File: src/rtl/assert_macros.svh
// Assertion helpers shared by the RTL.
`ifndef ASSERT_MACROS_SVH
`define ASSERT_MACROS_SVH

// Plain concurrent check, masked while reset is asserted.
`define AB_ASSERT(label, clk, rstn, prop, msg) \
    label: assert property (@(posedge clk) disable iff (!rstn) (prop)) else $error(msg);

// Implication checked in the cycle after the antecedent.
`define AB_ASSERT_NEXT(label, clk, rstn, pre, post, msg) \
    label: assert property (@(posedge clk) disable iff (!rstn) (pre) |=> (post)) else $error(msg);

`endif

File: src/rtl/abfp_pkg.sv
`default_nettype none

package abfp_pkg;

    // Fixed point format of the feedback word
    localparam int FRAC_BITS     = 14;
    localparam int LSB_ZERO_BITS = 4;

    // Field and register widths
    localparam int NOM_W   = 10;
    localparam int CAP_W   = 16;
    localparam int TI_W    = 11;
    localparam int KP_W    = 16;
    localparam int FILL_W  = 16;
    localparam int OUT_W   = 24;
    localparam int CFG_IDX_W  = 2;
    localparam int CFG_DATA_W = 16;

    // Internal arithmetic widths
    localparam int ERR_W    = FILL_W + 1;
    localparam int INTEG_W  = TI_W + FRAC_BITS;
    localparam int PDIV_W   = FILL_W + FRAC_BITS;
    localparam int DIVD_W   = (PDIV_W > INTEG_W - 1) ? PDIV_W : INTEG_W - 1;
    localparam int DIVS_W   = (KP_W > TI_W) ? KP_W : TI_W;
    localparam int CNT_W    = $clog2(DIVD_W);
    localparam int SUM_W    = DIVD_W + 2;
    localparam int CORR_W   = FRAC_BITS + 1;
    localparam int NOMFIX_W = NOM_W + FRAC_BITS;
    localparam int FIN_W    = NOMFIX_W + 2;

    // Constants
    localparam logic [OUT_W-1:0] OUT_MAX  = {OUT_W{1'b1}};
    localparam logic [OUT_W-1:0] OUT_MASK = ~OUT_W'((2 ** LSB_ZERO_BITS) - 1);
    localparam logic signed [CORR_W-1:0] HALF_CORR = CORR_W'(2 ** (FRAC_BITS - 1));

    // Register indexes
    localparam logic [CFG_IDX_W-1:0] REG_NOMINAL  = 2'd0;
    localparam logic [CFG_IDX_W-1:0] REG_CAPACITY = 2'd1;
    localparam logic [CFG_IDX_W-1:0] REG_INTEG    = 2'd2;
    localparam logic [CFG_IDX_W-1:0] REG_PROP     = 2'd3;

    // Register reset values
    localparam logic [NOM_W-1:0] NOMINAL_RST  = NOM_W'(48);
    localparam logic [CAP_W-1:0] CAPACITY_RST = CAP_W'(1024);
    localparam logic [TI_W-1:0]  INTEG_RST    = TI_W'(16);
    localparam logic [KP_W-1:0]  PROP_RST     = KP_W'(256);

    // Request into the shared divider
    typedef struct packed {
        logic              start;
        logic [DIVD_W-1:0] dividend;
        logic [DIVS_W-1:0] divisor;
    } div_req_t;

endpackage

`default_nettype wire

File: src/rtl/abfp_div.sv
`default_nettype none
`include "assert_macros.svh"

// Restoring unsigned divider, one quotient bit per cycle.
module abfp_div (
    input  wire logic                     aclk,
    input  wire logic                     aresetn,
    input  wire abfp_pkg::div_req_t       req,
    output logic                          done,
    output logic [abfp_pkg::DIVD_W-1:0]   quotient
);

    logic                          busy_reg, busy_next;
    logic                          done_reg, done_next;
    logic [abfp_pkg::CNT_W-1:0]    cnt_reg, cnt_next;
    logic [abfp_pkg::DIVD_W-1:0]   quo_reg, quo_next;
    logic [abfp_pkg::DIVS_W-1:0]   rem_reg, rem_next;
    logic [abfp_pkg::DIVS_W-1:0]   dvs_reg, dvs_next;

    logic [abfp_pkg::DIVS_W:0]     shifted;
    logic [abfp_pkg::DIVS_W:0]     diff;
    logic                          fits;

    // One trial subtraction
    assign shifted = {rem_reg, quo_reg[abfp_pkg::DIVD_W-1]};
    assign diff    = shifted - {1'b0, dvs_reg};
    assign fits    = !diff[abfp_pkg::DIVS_W];

    // Sequencing of the iterations
    always_comb begin
        busy_next = busy_reg;
        done_next = 1'b0;
        cnt_next  = cnt_reg;
        quo_next  = quo_reg;
        rem_next  = rem_reg;
        dvs_next  = dvs_reg;
        if (req.start) begin
            busy_next = 1'b1;
            cnt_next  = abfp_pkg::CNT_W'(abfp_pkg::DIVD_W - 1);
            quo_next  = req.dividend;
            rem_next  = '0;
            dvs_next  = req.divisor;
        end else if (busy_reg) begin
            quo_next = {quo_reg[abfp_pkg::DIVD_W-2:0], fits};
            rem_next = fits ? diff[abfp_pkg::DIVS_W-1:0] : shifted[abfp_pkg::DIVS_W-1:0];
            cnt_next = cnt_reg - 1'b1;
            if (cnt_reg == '0) begin
                busy_next = 1'b0;
                done_next = 1'b1;
            end
        end
    end

    always_ff @(posedge aclk) begin
        if (!aresetn) begin
            busy_reg <= 1'b0;
            done_reg <= 1'b0;
            cnt_reg  <= '0;
        end else begin
            busy_reg <= busy_next;
            done_reg <= done_next;
            cnt_reg  <= cnt_next;
        end
    end

    always_ff @(posedge aclk) begin
        quo_reg <= quo_next;
        rem_reg <= rem_next;
        dvs_reg <= dvs_next;
    end

    assign done     = done_reg;
    assign quotient = quo_reg;

    `AB_ASSERT(a_start_idle, aclk, aresetn, req.start |-> !busy_reg, "divider restarted while busy")
    `AB_ASSERT(a_rem_range, aclk, aresetn, done_reg |-> (rem_reg < dvs_reg), "remainder not below divisor")
    `AB_ASSERT(a_start_load, aclk, aresetn, req.start |=> (busy_reg && cnt_reg == abfp_pkg::CNT_W'(abfp_pkg::DIVD_W - 1)), "divider did not load")

endmodule

`default_nettype wire

File: src/rtl/audio_buffer_feedback_pi.sv
// PI regulator for the asynchronous audio feedback word. Each s_ transfer carries the ring
// fill level (s_tdata) and an action flag (s_tuser: 0 = update, 1 = restart); each yields
// exactly one m_ transfer with the 24-bit feedback value (14 fraction bits, low 4 bits cleared
// after an update). In an update both trunc-toward-zero quotients (proportional term, integral
// term) run one after the other through a single restoring divider that produces one quotient
// bit per cycle. s_tready is high only while the regulator is idle; a finished result sits in
// the output register, so the next item can be taken while it waits. Registers are written over
// the cfg_ port (always ready); the user must write them only while no item is in flight, as
// the block itself does not enforce this.
`default_nettype none
`include "assert_macros.svh"

module audio_buffer_feedback_pi (
    input  wire logic                            aclk,
    input  wire logic                            aresetn,
    // Input items
    input  wire logic                            s_tvalid,
    output logic                                 s_tready,
    input  wire logic [abfp_pkg::FILL_W-1:0]     s_tdata,   // [15:0] fill_level
    input  wire logic [0:0]                      s_tuser,   // [0] action
    // Result items
    output logic                                 m_tvalid,
    input  wire logic                            m_tready,
    output logic [abfp_pkg::OUT_W-1:0]           m_tdata,   // [23:0] feedback_value
    // Register writes
    input  wire logic                            cfg_valid,
    output logic                                 cfg_ready,
    input  wire logic [abfp_pkg::CFG_IDX_W-1:0]  cfg_index,
    input  wire logic [abfp_pkg::CFG_DATA_W-1:0] cfg_data
);

    typedef enum logic [6:0] {
        ST_IDLE  = 7'b0000001,
        ST_INTEG = 7'b0000010,
        ST_DIVP  = 7'b0000100,
        ST_DIVI  = 7'b0001000,
        ST_SUM   = 7'b0010000,
        ST_FIN   = 7'b0100000,
        ST_EMIT  = 7'b1000000
    } state_t;

    state_t state_reg, state_next;

    logic [abfp_pkg::NOM_W-1:0] nominal_reg;
    logic [abfp_pkg::CAP_W-1:0] capacity_reg;
    logic [abfp_pkg::TI_W-1:0]  integ_time_reg;
    logic [abfp_pkg::KP_W-1:0]  prop_reg;

    logic signed [abfp_pkg::ERR_W-1:0]   err_reg, err_next;
    logic signed [abfp_pkg::INTEG_W-1:0] integ_reg, integ_next;
    logic signed [abfp_pkg::DIVD_W:0]    qp_reg, qp_next;
    logic signed [abfp_pkg::DIVD_W:0]    qi_reg, qi_next;
    logic signed [abfp_pkg::CORR_W-1:0]  corr_reg, corr_next;
    logic [abfp_pkg::OUT_W-1:0]          res_reg, res_next;
    logic                                m_tvalid_reg, m_tvalid_next;
    logic [abfp_pkg::OUT_W-1:0]          m_tdata_reg, m_tdata_next;

    logic [abfp_pkg::KP_W-1:0]           kp;
    logic [abfp_pkg::TI_W-1:0]           ti;
    logic signed [abfp_pkg::INTEG_W-1:0] limit_s, neg_limit;
    logic signed [abfp_pkg::ERR_W-1:0]   err_new, neg_err;
    logic signed [abfp_pkg::INTEG_W:0]   isum;
    logic signed [abfp_pkg::INTEG_W-1:0] neg_integ;
    logic [abfp_pkg::FILL_W-1:0]         err_mag;
    logic [abfp_pkg::INTEG_W-2:0]        integ_mag;
    logic signed [abfp_pkg::DIVD_W:0]    q_pos;
    logic signed [abfp_pkg::SUM_W-1:0]   corr_sum;
    logic [abfp_pkg::NOMFIX_W-1:0]       nom_fix;
    logic [abfp_pkg::OUT_W-1:0]          nom_out;
    logic signed [abfp_pkg::FIN_W-1:0]   fin;
    logic [abfp_pkg::OUT_W-1:0]          fin_sat;
    logic                                s_xfer, m_free;

    abfp_pkg::div_req_t                  div_req;
    logic                                div_done;
    logic [abfp_pkg::DIVD_W-1:0]         div_quo;

    abfp_div u_div (
        .aclk     (aclk),
        .aresetn  (aresetn),
        .req      (div_req),
        .done     (div_done),
        .quotient (div_quo)
    );

    assign s_tready  = (state_reg == ST_IDLE);
    assign cfg_ready = 1'b1;
    assign s_xfer    = s_tvalid && s_tready;
    assign m_free    = !m_tvalid_reg || m_tready;

    // Divisors, zero acts as one
    assign kp = (prop_reg == '0) ? abfp_pkg::KP_W'(1) : prop_reg;
    assign ti = (integ_time_reg == '0) ? abfp_pkg::TI_W'(1) : integ_time_reg;

    // Integrator limit = ti * 2^(FRAC_BITS-1)
    assign limit_s   = $signed({1'b0, ti, {(abfp_pkg::FRAC_BITS - 1){1'b0}}});
    assign neg_limit = -limit_s;

    // Set point minus fill
    assign err_new = $signed({2'b00, capacity_reg[abfp_pkg::CAP_W-1:1]})
                   - $signed({1'b0, s_tdata});

    // Integrator update with clamp
    assign isum = (abfp_pkg::INTEG_W + 1)'(integ_reg) + (abfp_pkg::INTEG_W + 1)'(err_reg);

    // Magnitudes into the unsigned divider
    assign neg_err   = -err_reg;
    assign err_mag   = err_reg[abfp_pkg::ERR_W-1] ? neg_err[abfp_pkg::FILL_W-1:0]
                                                  : err_reg[abfp_pkg::FILL_W-1:0];
    assign neg_integ = -integ_reg;
    assign integ_mag = integ_reg[abfp_pkg::INTEG_W-1] ? neg_integ[abfp_pkg::INTEG_W-2:0]
                                                      : integ_reg[abfp_pkg::INTEG_W-2:0];
    assign q_pos     = $signed({1'b0, div_quo});

    // Correction sum
    assign corr_sum = abfp_pkg::SUM_W'(qp_reg) + abfp_pkg::SUM_W'(qi_reg);

    // Nominal in fixed point, and final output with saturation
    assign nom_fix = {nominal_reg, {abfp_pkg::FRAC_BITS{1'b0}}};
    assign nom_out = (nom_fix > abfp_pkg::OUT_MAX) ? abfp_pkg::OUT_MAX
                                                   : abfp_pkg::OUT_W'(nom_fix);
    assign fin     = $signed({2'b00, nom_fix}) + abfp_pkg::FIN_W'(corr_reg);

    always_comb begin
        if (fin[abfp_pkg::FIN_W-1]) begin
            fin_sat = '0;
        end else if ({1'b0, fin[abfp_pkg::FIN_W-2:0]} > abfp_pkg::OUT_MAX) begin
            fin_sat = abfp_pkg::OUT_MAX;
        end else begin
            fin_sat = abfp_pkg::OUT_W'(fin[abfp_pkg::FIN_W-2:0]);
        end
    end

    // Sequencer
    always_comb begin
        state_next    = state_reg;
        err_next      = err_reg;
        integ_next    = integ_reg;
        qp_next       = qp_reg;
        qi_next       = qi_reg;
        corr_next     = corr_reg;
        res_next      = res_reg;
        m_tvalid_next = m_tvalid_reg && !m_tready;
        m_tdata_next  = m_tdata_reg;
        div_req.start    = 1'b0;
        div_req.dividend = abfp_pkg::DIVD_W'({err_mag, {abfp_pkg::FRAC_BITS{1'b0}}});
        div_req.divisor  = abfp_pkg::DIVS_W'(kp);
        unique case (state_reg)
            ST_IDLE: begin
                if (s_xfer) begin
                    if (s_tuser[0]) begin
                        integ_next = '0;
                        res_next   = nom_out;
                        state_next = ST_EMIT;
                    end else begin
                        err_next   = err_new;
                        state_next = ST_INTEG;
                    end
                end
            end
            ST_INTEG: begin
                if (isum > (abfp_pkg::INTEG_W + 1)'(limit_s)) begin
                    integ_next = limit_s;
                end else if (isum < (abfp_pkg::INTEG_W + 1)'(neg_limit)) begin
                    integ_next = neg_limit;
                end else begin
                    integ_next = isum[abfp_pkg::INTEG_W-1:0];
                end
                div_req.start = 1'b1;
                state_next    = ST_DIVP;
            end
            ST_DIVP: begin
                div_req.dividend = abfp_pkg::DIVD_W'(integ_mag);
                div_req.divisor  = abfp_pkg::DIVS_W'(ti);
                if (div_done) begin
                    qp_next       = err_reg[abfp_pkg::ERR_W-1] ? -q_pos : q_pos;
                    div_req.start = 1'b1;
                    state_next    = ST_DIVI;
                end
            end
            ST_DIVI: begin
                if (div_done) begin
                    qi_next    = integ_reg[abfp_pkg::INTEG_W-1] ? -q_pos : q_pos;
                    state_next = ST_SUM;
                end
            end
            ST_SUM: begin
                if (corr_sum > abfp_pkg::SUM_W'(abfp_pkg::HALF_CORR)) begin
                    corr_next = abfp_pkg::HALF_CORR;
                end else if (corr_sum < -abfp_pkg::SUM_W'(abfp_pkg::HALF_CORR)) begin
                    corr_next = -abfp_pkg::HALF_CORR;
                end else begin
                    corr_next = corr_sum[abfp_pkg::CORR_W-1:0];
                end
                state_next = ST_FIN;
            end
            ST_FIN: begin
                res_next   = fin_sat & abfp_pkg::OUT_MASK;
                state_next = ST_EMIT;
            end
            ST_EMIT: begin
                if (m_free) begin
                    m_tvalid_next = 1'b1;
                    m_tdata_next  = res_reg;
                    state_next    = ST_IDLE;
                end
            end
            default: begin
                state_next = ST_IDLE;
            end
        endcase
    end

    // Control state and integrator
    always_ff @(posedge aclk) begin
        if (!aresetn) begin
            state_reg    <= ST_IDLE;
            integ_reg    <= '0;
            m_tvalid_reg <= 1'b0;
        end else begin
            state_reg    <= state_next;
            integ_reg    <= integ_next;
            m_tvalid_reg <= m_tvalid_next;
        end
    end

    // Working registers
    always_ff @(posedge aclk) begin
        err_reg     <= err_next;
        qp_reg      <= qp_next;
        qi_reg      <= qi_next;
        corr_reg    <= corr_next;
        res_reg     <= res_next;
        m_tdata_reg <= m_tdata_next;
    end

    // Register file
    always_ff @(posedge aclk) begin
        if (!aresetn) begin
            nominal_reg    <= abfp_pkg::NOMINAL_RST;
            capacity_reg   <= abfp_pkg::CAPACITY_RST;
            integ_time_reg <= abfp_pkg::INTEG_RST;
            prop_reg       <= abfp_pkg::PROP_RST;
        end else if (cfg_valid && cfg_ready) begin
            unique case (cfg_index)
                abfp_pkg::REG_NOMINAL:  nominal_reg    <= cfg_data[abfp_pkg::NOM_W-1:0];
                abfp_pkg::REG_CAPACITY: capacity_reg   <= cfg_data[abfp_pkg::CAP_W-1:0];
                abfp_pkg::REG_INTEG:    integ_time_reg <= cfg_data[abfp_pkg::TI_W-1:0];
                abfp_pkg::REG_PROP:     prop_reg       <= cfg_data[abfp_pkg::KP_W-1:0];
                default: begin
                end
            endcase
        end
    end

    assign m_tvalid = m_tvalid_reg;
    assign m_tdata  = m_tdata_reg;

    `AB_ASSERT(a_integ_lim, aclk, aresetn, (state_reg == ST_DIVP) |-> (integ_reg <= limit_s && integ_reg >= neg_limit), "integrator outside limit")
    `AB_ASSERT(a_corr_lim, aclk, aresetn, (state_reg == ST_FIN) |-> (corr_reg <= abfp_pkg::HALF_CORR && corr_reg >= -abfp_pkg::HALF_CORR), "correction outside half sample")
    `AB_ASSERT(a_div_phase, aclk, aresetn, div_done |-> (state_reg == ST_DIVP || state_reg == ST_DIVI), "divider result outside divide phase")
    `AB_ASSERT(a_restart, aclk, aresetn, (s_xfer && s_tuser[0]) |=> (state_reg == ST_EMIT && integ_reg == '0), "restart did not clear integrator")

endmodule

`default_nettype wire
File: config.mk
export PLATFORM = sky130hd
export DESIGN_NAME = audio_buffer_feedback_pi
export DESIGN_NICKNAME = d
export VERILOG_FILES = /design/src/rtl/abfp_pkg.sv /design/src/rtl/abfp_div.sv /design/src/rtl/audio_buffer_feedback_pi.sv
export VERILOG_INCLUDE_DIRS = /design/src /design/src/rtl
export SDC_FILE = /design/constraint.sdc
export NUM_CORES = 1
export LEC_CHECK = 0
export BUFFER_PORTS_ARGS = -buffer_cell sky130_fd_sc_hd__clkbuf_2
export CAP_MARGIN = 15
export CORE_ASPECT_RATIO = 0.7
export CORE_UTILIZATION = 55
export DETAILED_ROUTE_END_ITERATION = 10
export PLACE_DENSITY = 0.73
export SETUP_SLACK_MARGIN = 0.05
export SLEW_MARGIN = 20
export SYNTH_ARGS = -nofsm -noshare
export SYNTH_HDL_FRONTEND = slang
export SYNTH_HIERARCHICAL = 1
export SYNTH_SLANG_ARGS = --single-unit
File: constraint.sdc
create_clock -name aclk -period 5 [get_ports aclk]
set_input_delay 0.25 -clock aclk [delete_from_list [all_inputs] [get_ports aclk]]
set_output_delay 0.25 -clock aclk [all_outputs]
set_load 0.02 [all_outputs]
* Word-level counts from Yosys, hierarchy flattened
Index checks and enable logic that the tools add are counted.
Cells by class: order comparisons 6, bitwise operators 3, reduce and logical (&&, ||, !) cells 28, $add $sub $neg 10, equality and inequality tests 15, mux-type cells 38
Operator list (number):
- two-way mux 24 bit | 6
- two-way mux 30 bit | 4
- two-way mux 25 bit | 4
- case mux 25 bit (2 select lines) | 1
- case mux 7 bit (7 select lines) | 1
- two-way mux 16 bit | 3
- case mux 24 bit (2 select lines) | 1
- two-way mux 46 bit | 1
- two-way mux 7 bit | 5
- adder 31 x 31 -> 32 bit | 1
- > comparator 32 x 15 -> 1 bit, second input constant | 1
- less-than comparator 32 x 14 -> 1 bit, second input constant | 1
- negator 30 -> 31 bit | 1
- adder 25 x 15 -> 26 bit | 1
- adder 25 x 17 -> 26 bit | 1
- > comparator 26 x 25 -> 1 bit | 1
- less-than comparator 26 x 25 -> 1 bit | 1
- > comparator 25 x 24 -> 1 bit, second input constant | 1
- negator 24 -> 25 bit | 1
- > comparator 24 bit, second input constant | 1
- negator 24 bit | 1
- subtractor 15 x 16 -> 17 bit | 1
- subtractor 17 x 16 -> 17 bit | 1
- zero test 16 bit | 1
- 31 further kinds | 59
Word-level totals: output and inout bits 27, logic and storage cells 124, flip-flop bits (word level) 297

* Depth between registers and ports, before layout
Gate-level depths: netlist (run 1).
depth in word-level cells 7, mapped depth 22, mapped depth without buffers 21

* By module
Netlist (run 1), hierarchy kept.
By module, submodules not included:
- audio_buffer_feedback_pi | cells an instance 1658, times used 1, area each 14863.0 sq um
- abfp_div | cells an instance 326, times used 1, area each 3714.8 sq um

* Least setup slack after synthesis (run 1)
Ideal clock, no wire load.
path type reg2reg, from register err_reg[1] (netlist name), to register integ_reg[12] (netlist name), arrival time 4.233 ns, stages on the path, launching flop included 20, path buffers 0, setup slack 0.697 ns, required time 4.930 ns, path through edfxtp_1 -> ha_1 -> a211oi_1 -> o21ai_0 -> nand3_1 -> o211ai_1 -> a211o_1 -> a31oi_1 -> xnor2_1 -> ha_1 -> nor4bb_1 -> nand3_1 -> nor4_1 -> nand4_1 -> o41ai_1 -> nand2_1 -> o211ai_2 -> nand3_1 -> or3_1 -> a21boi_1
Between the ends: cells in the longest elaborated chain, start to end 5, elaborated cells between the ends (all ways) 6
Ends and longest elaborated chain:
- start, declared | line audio_buffer_feedback_pi.sv:49 | logic signed [abfp_pkg::ERR_W-1:0] err_reg, err_next;
- start signal, assigned | line audio_buffer_feedback_pi.sv:229 | err_reg <= err_next;
- adder 25 x 17 -> 26 bit * | line audio_buffer_feedback_pi.sv:104 | assign isum = (abfp_pkg::INTEG_W + 1)'(integ_reg) + (abfp_pkg::INTEG_W + 1)'(err_reg);
- less-than comparator 26 x 25 -> 1 bit | line audio_buffer_feedback_pi.sv:164 | end else if (isum < (abfp_pkg::INTEG_W + 1)'(neg_limit)) begin
- two-way mux 25 bit | line audio_buffer_feedback_pi.sv:164
- two-way mux 25 bit * | line audio_buffer_feedback_pi.sv:162 | if (isum > (abfp_pkg::INTEG_W + 1)'(limit_s)) begin
- case mux 25 bit (2 select lines) * | line audio_buffer_feedback_pi.sv:148 | unique case (state_reg)
- end signal, assigned | line audio_buffer_feedback_pi.sv:222 | integ_reg <= integ_next;
- end, declared | line audio_buffer_feedback_pi.sv:50 | logic signed [abfp_pkg::INTEG_W-1:0] integ_reg, integ_next;
Every way passes the cells marked *; elsewhere a longest branch is shown, timed or not. A chain may end at the register's enable or synchronous reset.

* Final worst setup path (run 1)
from register err_reg[0] (netlist name), to register integ_reg[13] (netlist name)
The elaborated chain is that of the path after synthesis.

==> flow_metrics.tcl, run 1 <==
set metrics [dict create \
    diodes 0 \
    dp_cells 2426 \
    use_met1_pct 41.5 \
    fin_area_sq_um 20600 \
    min_period_ns 4.74 \
    skew_ns 0.0141 \
    rsz0062_at_grt "true" \
    cts_made_buffers 28 \
    ys_seq_area_share_pct 40.1 \
    yosysWarnings 6 \
    met3_usage_pct 4.52 \
    place_congestion 1.00 \
    ys.flop_type "edfxtp_1" \
    synth_top_cells_by_area "edfxtp_1 (28%), dfxtp_1 (12%), ha_1 (8.6%), xnor2_1 (5.7%), nand2_1 (5.4%)" \
    path_cells "ha_1 -> fa_1 -> a21o_1 -> a22oi_2 -> o2111ai_2 -> a31oi_1 -> nor2_1 -> o31a_1 -> nor2_1 -> xnor2_1 -> ha_1 -> a2111oi_0 -> a21oi_1 -> o31ai_1 -> a31oi_2 -> buf_4 -> nand2_1 -> mux2i_1 -> o21ai_0" \
    drv_slew 0 \
    grt_overflow 0 \
    power_w 0.00663 \
    wl_per_cell_microns 18.7 \
    die_y_microns 156 \
    grt_max_degree 68 \
    dieArea_sq_um 34500 \
    busiest_layer "met1" \
    synthArstFlopShare_pct 0 \
    dr.pass1.iters 5 \
    status "complete, no violations" \
    fp.dieW_microns 222 \
    hold_path.class "input pin to register" \
    p_leak_nw 8.06 \
    area_growth_pct 10.7 \
    cp.required_ns 5.44 \
    synth_edf_count 176 \
    syn_inst 1984 \
    io_pins 67 \
    relSlewSlack_pct 31.4 \
    synth_top_area_cell "edfxtp_1" \
    cts.sinks 284 \
    syn_avg_cell_area_sq_um 9.36 \
    layoutNonFillerInstCount 2503 \
    setup_viol 0 \
    ant_nets 0 \
    cts_root_buffer "clkbuf_16" \
    netlist_area_sq_um 18600 \
    grt_pass1_vias 13900 \
    worst_slew_pin_slew_ns 1.03 \
    initial_core_util_pct 56.7 \
    grt_first_pass_wirelength_mm 75.0 \
    drv_cap 0 \
    crit_type "register to register" \
    arrival_ns 5.18 \
    crit_buf_inv 1 \
    use_met2_pct 39.5 \
    rows 55 \
    place_area_sq_um 19300 \
    worstSkewPairLatency_ns 0.58 \
    port_buffers 61 \
    viasPerCell 5.98 \
    dpl.hpwl_mm 35.4 \
    crit_path_end_kind "register" \
    p_per_area_nw_per_um2 322 \
    num_vias 15000 \
    cpPeakStageDelay_ns 0.45 \
    hold_violations 0 \
    ys_types 104 \
    worstPathMaxFanout 14 \
    irDropWorstVdd_mv 0.264 \
    fin_nets 2227 \
    fmax_mhz 211 \
    cp_slowest_cell "a2111oi_0" \
    wl_mm 46.7 \
    drt-initial-drc-count 1313 \
    grt_antenna_before_repair 3 \
    clockBufferDepth 3 \
    grt_usage_pct 27.1 \
    cts_tree "yes" \
    netlist.area_leader.share_pct 28.4 \
    cts-htree-levels 1 \
    core_area_sq_um 32800 \
    cp_top_family "compound AO/OA/AOI/OAI gates" \
    drc 0 \
    synth_seq_cells 284 \
    drive_above_1_share_pct 11.6 \
    min_period_over_period_pct 94.8 \
    path_clk_slew_ns 0.07 \
    start_kind "register" \
]
[final timing paths]
check,startpoint,to,slack [ns],cells past startpoint
worst min-delay path,m_tready,m_tvalid,0.06,3
worst max-delay path,err_reg[0],integ_reg[13],0.26,19
worst max register to register,err_reg[0],integ_reg[13],0.26,19
worst min register to register,res_reg[12],m_tdata[12],0.42,0
[repair_timing]
item / 4_1_cts / 5_1_grt
hold endpoints to repair: 31 / 0
setup buffers: 0 / 6
gates resized for setup: 1 / 14
endpoints found under the setup margin: 8 / 25
gates cloned: 0 / 0
hold buffers: 19 / 0
pin swaps: 0 / 3
[stage by stage]
step	hold slack, ns	setup WS [ns]	utilization (%)	TNS [ns]
after floorplan	0.329	0.697	-	0
after global placement	0.402	0.117	58.9	0
after detailed placement	0.405	0.0521	58.9	0
after CTS	0.0251	0.104	62.4	0
after global routing	0.0672	-0.0365	62.8	-0.0495
final	0.0568	0.258	62.8	0
[tightest hold or removal path, delay by kind of cell]
kind                   cells  cell delay [ns]
AOI/OAI and AO/OA          1             0.11
buffers and inverters      1             0.07
and+or+nand+nor            1             0.15
[synth_stat cells (7+ instances only)]
cell type	n
nand2_1	268
edfxtp_1	176
nor2_1	156
ha_1	128
xnor2_1	121
o21ai_0	110
dfxtp_1	108
inv_1	93
a21oi_1	71
clkbuf_1	50
xor2_1	50
a21boi_0	49
nor2b_1	37
mux2_2	30
nand3_1	30
or3_1	30
a21o_1	29
nor3_1	28
nand2b_1	24
and2_1	20
o31ai_1	18
or4_1	18
a211oi_1	16
and3_1	16
mux2i_1	16
o21a_1	16
nand4_1	15
nor4_1	14
o211ai_1	14
a31oi_1	12
or2_2	12
a22o_1	11
o21ai_1	9
a311oi_1	8
buf_2	8
nand3b_1	8
nor3b_1	8
a311o_1	7
buf_4	7
o2111ai_1	7
o21bai_1	7
[power breakdown]
group | leakage [nW] | internal [W] | switching (W) | total, W
clock | 0.464 | 0.00125 | 0.000970 | 0.00222
combinational | 5.09 | 0.000666 | 0.000960 | 0.00163
sequential | 2.50 | 0.00265 | 0.000128 | 0.00278
total | 8.06 | 0.00457 | 0.00206 | 0.00663
[area by class of cell]
class                      count  area, sq um
fill                        2712        12200
timing repair buffer         110          733
clock inverter                21          253
inverter                      93          349
tap                          427          534
multi-input combinational   1537        10500
clock buffer                  31          712
sequential                   284         7450
[logic make-up after synthesis]
group	after synthesis	synth area share (%)
adder cells (fa/ha/maj)	133	9.16
other	2	0.0404
multiplexers	46	2.68
flip-flops	284	40.1
AO/OA/AOI/OAI	460	17.3
AND/OR/NAND/NOR	720	18.9
buffers and inverters	168	3.75
XOR/XNOR	171	8.06
[metal layers]
metal / wire length [microns] / vias to the layer above
met4: 1150 / 2
met2: 19000 / 449
li1: - / 7303
met3: 3440 / 74
met1: 23100 / 7136
met5: 11 / -
[cell usage in the layout, fill, tap and decap left out, types with 19 or more instances in the layout]
cell type / Yosys / layout
a21oi_1: 71 / 71
buf_4: 7 / 29
xor2_1: 50 / 50
dfxtp_1: 108 / 108
clkbuf_16: 0 / 28
nor2_1: 156 / 156
or3_1: 30 / 30
xnor2_1: 121 / 121
clkbuf_2: 0 / 61
nand2b_1: 24 / 24
ha_1: 128 / 126
o21ai_0: 110 / 108
dlygate4sd3_1: 0 / 19
mux2_2: 30 / 30
inv_1: 93 / 92
a21boi_0: 49 / 49
a21o_1: 29 / 29
edfxtp_1: 176 / 176
nor3_1: 28 / 28
and2_1: 20 / 21
nand2_1: 268 / 268
nor2b_1: 37 / 36
nand3_1: 30 / 30
(Power assumes the default switching activity.)
==> run 2, diff against run 1 <==
--- a/config.mk
+++ b/config.mk
@@ -6,10 +6,12 @@
 export SDC_FILE = /design/constraint.sdc
 export NUM_CORES = 1
 export LEC_CHECK = 0
+export ABC_AREA = 1
 export BUFFER_PORTS_ARGS = -buffer_cell sky130_fd_sc_hd__clkbuf_2
 export CAP_MARGIN = 15
 export CORE_ASPECT_RATIO = 0.7
 export CORE_UTILIZATION = 55
+export CTS_BUF_LIST = sky130_fd_sc_hd__clkbuf_16
 export DETAILED_ROUTE_END_ITERATION = 10
 export PLACE_DENSITY = 0.73
 export SETUP_SLACK_MARGIN = 0.05
==> constraint.sdc (replaced) <==
create_clock -name aclk -period 5 [get_ports aclk]
set_input_delay 1.5 -clock aclk [delete_from_list [all_inputs] [get_ports aclk]]
set_output_delay 1.5 -clock aclk [all_outputs]
set_load 0.02 [all_outputs]
==> run 2 against run 1 <==
Against the previous run: worst setup slack better by 0.18 ns; register-to-register slack improved by 0.18 ns; combinational power fell by 47%; critical path type unchanged; largest cell class unchanged.
==> flow_metrics.tcl, run 2 <==
set metrics [dict create \
    postCtsSetupRepairBufs 0 \
    arrival_ns 4.98 \
    initial_core_util_pct 56.4 \
    min_period_ns 4.56 \
    cts_resized 0 \
    hold_path.class "register to register" \
    hold_violations 0 \
    grt_pass1_vias 17100 \
    start_kind "register" \
    rsz0062_at_grt "false" \
    synth_top_cells_by_area "edfxtp_1 (26%), nand2_1 (16%), dfxtp_1 (11%), inv_1 (8.6%), ha_1 (7.8%)" \
    synth.most_common_cell "nand2_1" \
    grt_max_degree 61 \
    viasPerCell 5.53 \
    p_leak_nw 10.8 \
    netlist_area_sq_um 20500 \
    syn_inst 2933 \
    setup_viol 0 \
    cts_hold_buf 0 \
    synthArstFlopShare_pct 0 \
    ant_nets 0 \
    timing.rr.end "integ_reg[19]" \
    io_pins 67 \
    place_congestion 1.01 \
    dpl.hpwl_mm 46.0 \
    core_area_sq_um 36300 \
    netlist.area_leader.share_pct 25.8 \
    nFillCells 3361 \
    crit_path_end_kind "register" \
    power_w 0.00573 \
    syn_avg_cell_area_sq_um 6.97 \
    layout_commonest_cell "nand2_1" \
    cts_tree "yes" \
    drive_above_1_share_pct 7.19 \
    crit_type "register to register" \
    fin_nets 3154 \
    setup_tns_ns 0 \
    cts.sinks 284 \
    layoutNonFillerInstCount 3484 \
    status "complete, no violations" \
    r2r.worst_path.cells 23 \
    dr.pass1.iters 7 \
    clockBufferDepth 3 \
    area_growth_pct 8.41 \
    drt-initial-drc-count 2548 \
    dp_cells 3430 \
    drv_cap 0 \
    wl_mm 58.7 \
    fp.dieW_microns 232 \
    min_delay_worst_endpoint "m_tdata[17]" \
    grt_antenna_before_repair 0 \
    wl_per_cell_microns 16.9 \
    rrSetupSlack_ns 0.44 \
    p_per_area_nw_per_um2 259 \
    worst_slew_pin_slew_ns 1.06 \
    irDropWorstVdd_mv 0.204 \
    die_y_microns 163 \
    whs_path_depth 0 \
    grt_first_pass_wirelength_mm 92.3 \
    port_buffers 61 \
    yosysWarnings 6 \
    path_clk_slew_ns 0.07 \
    grt_overflow 0 \
    worstHoldStart "res_reg[17]" \
    synth_edf_count 176 \
    cts_root_buffer "clkbuf_16" \
    ys_seq_area_share_pct 36.4 \
    post-route-util_pct 61.1 \
    diodes 0 \
    min_period_over_period_pct 91.2 \
    ys.flop_type "edfxtp_1" \
    grt_usage_pct 30.8 \
    final_cell_mix "nand2_1 (868), inv_1 (468), nor2_1 (239)" \
    rows 58 \
    drv_slew 0 \
    fmax_mhz 219 \
    cp.required_ns 5.42 \
    synth_seq_cells 284 \
    synth.top_cells.by_count "nand2_1 (869), inv_1 (466), nor2_1 (241)" \
    num_vias 19300 \
    dieArea_sq_um 38000 \
    synth_top_area_cell "edfxtp_1" \
    r2r_start "err_reg[16]" \
    ys_types 51 \
    cts-htree-levels 1 \
    skew_ns 0.0151 \
    worstPathMaxFanout 25 \
    cts_made_buffers 29 \
    relSlewSlack_pct 29.2 \
    worstSkewPairLatency_ns 0.57 \
    drc 0 \
]
## run 2: routing by layer
layer / global-route usage [%] / up-vias / wire length, microns
met1: 49.0 / 8828 / 29400
met3: 5.73 / 55 / 5730
li1: - / 9561 / -
met5: 0 / - / 0
met2: 43.0 / 817 / 22900
met4: 4.93 / 0 / 714
## run 2: how the worst max path moves through the flow
stage,startpoint,to,cells after the start
floorplan,state_reg[6],u_div/quotient[0],10
global placement,err_reg[16],integ_reg[16],21
detailed placement,err_reg[16],integ_reg[19],23
CTS,err_reg[16],integ_reg[19],23
global route,err_reg[16],integ_reg[21],23
finish,err_reg[16],integ_reg[19],23
## run 2: per-stage QoR
step	hold slack (ns)	instance area, sq um	setup slack, ns
after floorplan	0.400	20500	0.465
after global placement	0.404	21200	0.419
after detailed placement	0.405	21200	0.444
after CTS	0.422	22200	0.446
after global routing	0.431	22200	0.0690
final	0.423	22200	0.440
## run 2: power breakdown
part,internal [W],switching [W],leakage (nW)
clock,0.00121,0.000981,0.475
combinational,0.000261,0.000595,7.85
sequential,0.00262,0.0000699,2.48
total,0.00409,0.00165,10.8
## run 2: cells by family after synthesis
| kind of cell | count (synthesis) | share of synthesized area (%) |
|---|---|---|
| compound gates | 417 | 10.8 |
| xor+xnor | 84 | 3.60 |
| fa+ha+maj | 133 | 8.32 |
| buf+inv | 550 | 10.4 |
| flops | 284 | 36.4 |
| other cells | 2 | 0.0367 |
| simple gates | 1463 | 30.4 |
## run 2: final cells by class
cell class	count	area, sq um	area share, %
multi-input combinational	2104	10900	49.2
clock buffer	30	751	3.39
timing repair buffer	82	463	2.09
sequential	284	7450	33.6
inverter	480	1800	8.13
tap	480	601	2.71
clock inverter	24	198	0.892
## run 2: critical path, cell delays in order (launching register included)
cell and delay (ns):
edfxtp_1 0.57, ha_1 0.45, nand2_1 0.09, inv_1 0.09, nand3_1 0.16, nor3_1 0.30
nand3_1 0.15, nand3_1 0.13, xor2_1 0.34, inv_1 0.13, ha_1 0.33, nand3_1 0.10
nor2_1 0.23, nand3_1 0.11, nor2_1 0.11, nand2_1 0.06, nor3_1 0.17, nand2_1 0.08
nand2_1 0.07, nand2_2 0.19, nand2_4 0.30, nand2_1 0.10, nand3_1 0.08, a21oi_1 0.08
==> run 3, diff against run 2 <==
--- a/config.mk
+++ b/config.mk
@@ -10,6 +10,7 @@
 export BUFFER_PORTS_ARGS = -buffer_cell sky130_fd_sc_hd__clkbuf_2
 export CAP_MARGIN = 15
 export CORE_ASPECT_RATIO = 0.7
+export CORE_MARGIN = 2
 export CORE_UTILIZATION = 55
 export CTS_BUF_LIST = sky130_fd_sc_hd__clkbuf_16
 export DETAILED_ROUTE_END_ITERATION = 10
==> run 3 against run 2 <==
Against the previous run: via count fell by 1.2%; critical path depth unchanged; worst hold slack got worse by 0.0058 ns; critical endpoint is now integ_reg[16]; largest cell class unchanged.
==> flow_metrics.tcl, run 3 (synthesized netlist as in run 2, its figures left out) <==
set metrics [dict create \
    cts_tree "yes" \
    place_congestion 0.987 \
    area_growth_pct 8.50 \
    grt_max_degree 60 \
    cts-htree-levels 1 \
    die_y_microns 165 \
    cts_root_buffer "clkbuf_16" \
    multi_input_area_sq_um 10900 \
    drv_cap 0 \
    crit_path_end_kind "register" \
    rsz0062_at_grt "false" \
    initial_core_util_pct 55.4 \
    r2r.worst_path.cells 23 \
    path_clk_slew_ns 0.07 \
    dr.pass1.iters 6 \
    setup_viol 0 \
    timing.rr.end "integ_reg[16]" \
    grt_usage_pct 30.1 \
    grt_antenna_before_repair 0 \
    min_period_over_period_pct 92.1 \
    dp_cells 3440 \
    p_per_area_nw_per_um2 259 \
    regArea_sq_um 7450 \
    grt_first_pass_wirelength_mm 91.6 \
    cts.sinks 284 \
    fmax_mhz 217 \
    num_vias 19000 \
    layoutNonFillerInstCount 3493 \
    final_cell_mix "nand2_1 (868), inv_1 (470), nor2_1 (239)" \
    holdWs_ns 0.418 \
    drt-initial-drc-count 1933 \
    min_period_ns 4.61 \
    crit_type "register to register" \
    relSlewSlack_pct 23.7 \
    rows 59 \
    port_buffers 61 \
    nFillCells 3468 \
    fp.dieW_microns 234 \
    dieArea_sq_um 38800 \
    cts_made_buffers 29 \
    drc 0 \
    fin_nets 3156 \
    dpl.hpwl_mm 45.4 \
    p_leak_nw 10.8 \
    skew_ns 0.0206 \
    postCtsSetupRepairBufs 0 \
    worstPathMaxFanout 19 \
    start_kind "register" \
    grt_pass1_vias 17100 \
    cp.required_ns 5.42 \
    layout_commonest_cell "nand2_1" \
    worstSetupEndpoint "integ_reg[16]" \
    worst_slew_pin_slew_ns 1.14 \
    r2r_start "err_reg[0]" \
    setup_tns_ns 0 \
    viasPerCell 5.45 \
    ant_nets 0 \
    wl_per_cell_microns 16.6 \
    rrSetupSlack_ns 0.39 \
    hold_violations 0 \
    hold_path.class "register to register" \
    setup.worst_path.start "err_reg[0]" \
    cts_hold_buf 0 \
    status "complete, no violations" \
    clockBufferDepth 3 \
    drv_slew 0 \
    cts_resized 0 \
    core_area_sq_um 36900 \
    io_pins 67 \
    drive_above_1_share_pct 7.05 \
    worstSkewPairLatency_ns 0.59 \
    wl_mm 57.8 \
    arrival_ns 5.03 \
    grt_overflow 0 \
    diodes 0 \
    irDropWorstVdd_mv 0.246 \
]
## run 3: changes by cell type in the layout (fill, tap and decap cells not counted), moves of 2 or more
cell        change
inv_1           +2
buf_4           +2
clkinv_1        +3
clkinvlp_4      -2
clkinv_2        -2
## run 3: final cells by class
type,count,share of cell area [%]
Clock buffer,29,3.27
Clock inverter,24,0.942
Inverter,480,8.12
Multi-Input combinational cell,2104,49.2
Sequential cell,284,33.6
Tap cell,488,2.75
Timing Repair Buffer,84,2.15
## run 3: critical path: stages (launching register included)
cell,delay (ns)
edfxtp_1,0.42
ha_1,0.29
fa_1,0.44
nand3_1,0.12
nand2_1,0.10
nand2_1,0.10
nand2_1,0.13
nand2_1,0.09
nand2_1,0.11
a21boi_0,0.23
xor2_1,0.39
inv_1,0.12
ha_1,0.22
a21oi_1,0.11
nand3b_1,0.11
a21oi_1,0.07
nor2_1,0.13
o211ai_1,0.10
nand2_1,0.09
clkinv_1,0.45
o21ai_0,0.35
nand2_1,0.09
nand3_1,0.08
a21oi_1,0.08
## run 3: where the power goes
group          internal, W  total (W)  switching [W]
combinational     0.000264   0.000863       0.000599
sequential         0.00262    0.00269      0.0000663
clock              0.00122    0.00219       0.000978
total              0.00410    0.00574        0.00164
## run 3: worst min-delay path by stage
stage | cells past startpoint | slack (ns) | end | from
2_1_floorplan | 0 | 0.40 | m_tdata[10] | res_reg[10]
3_5_place_dp | 0 | 0.40 | m_tdata[11] | res_reg[11]
3_3_place_gp | 0 | 0.40 | m_tdata[21] | res_reg[21]
4_1_cts | 0 | 0.42 | m_tdata[11] | res_reg[11]
5_1_grt | 0 | 0.43 | m_tdata[15] | res_reg[15]
6_report | 0 | 0.42 | m_tdata[11] | res_reg[11]
## run 3: through the flow
stage	utilization [%]	cell area (sq um)	setup slack [ns]	power [W]
6_report	60.1	22200	0.393	0.00574
5_1_grt	60.1	22200	0.109	0.00599
4_1_cts	60.1	22200	0.509	0.00576
3_5_place_dp	57.6	21200	0.527	0.00358
3_3_place_gp	57.6	21200	0.467	0.00356
2_1_floorplan	-	20500	0.465	0.00331
## run 3: per-layer routing
metal	GRT usage, %	wire, microns
met4	6.75	1340
met1	46.5	28500
met2	41.8	22300
met5	1.43	71
met3	7.14	5620
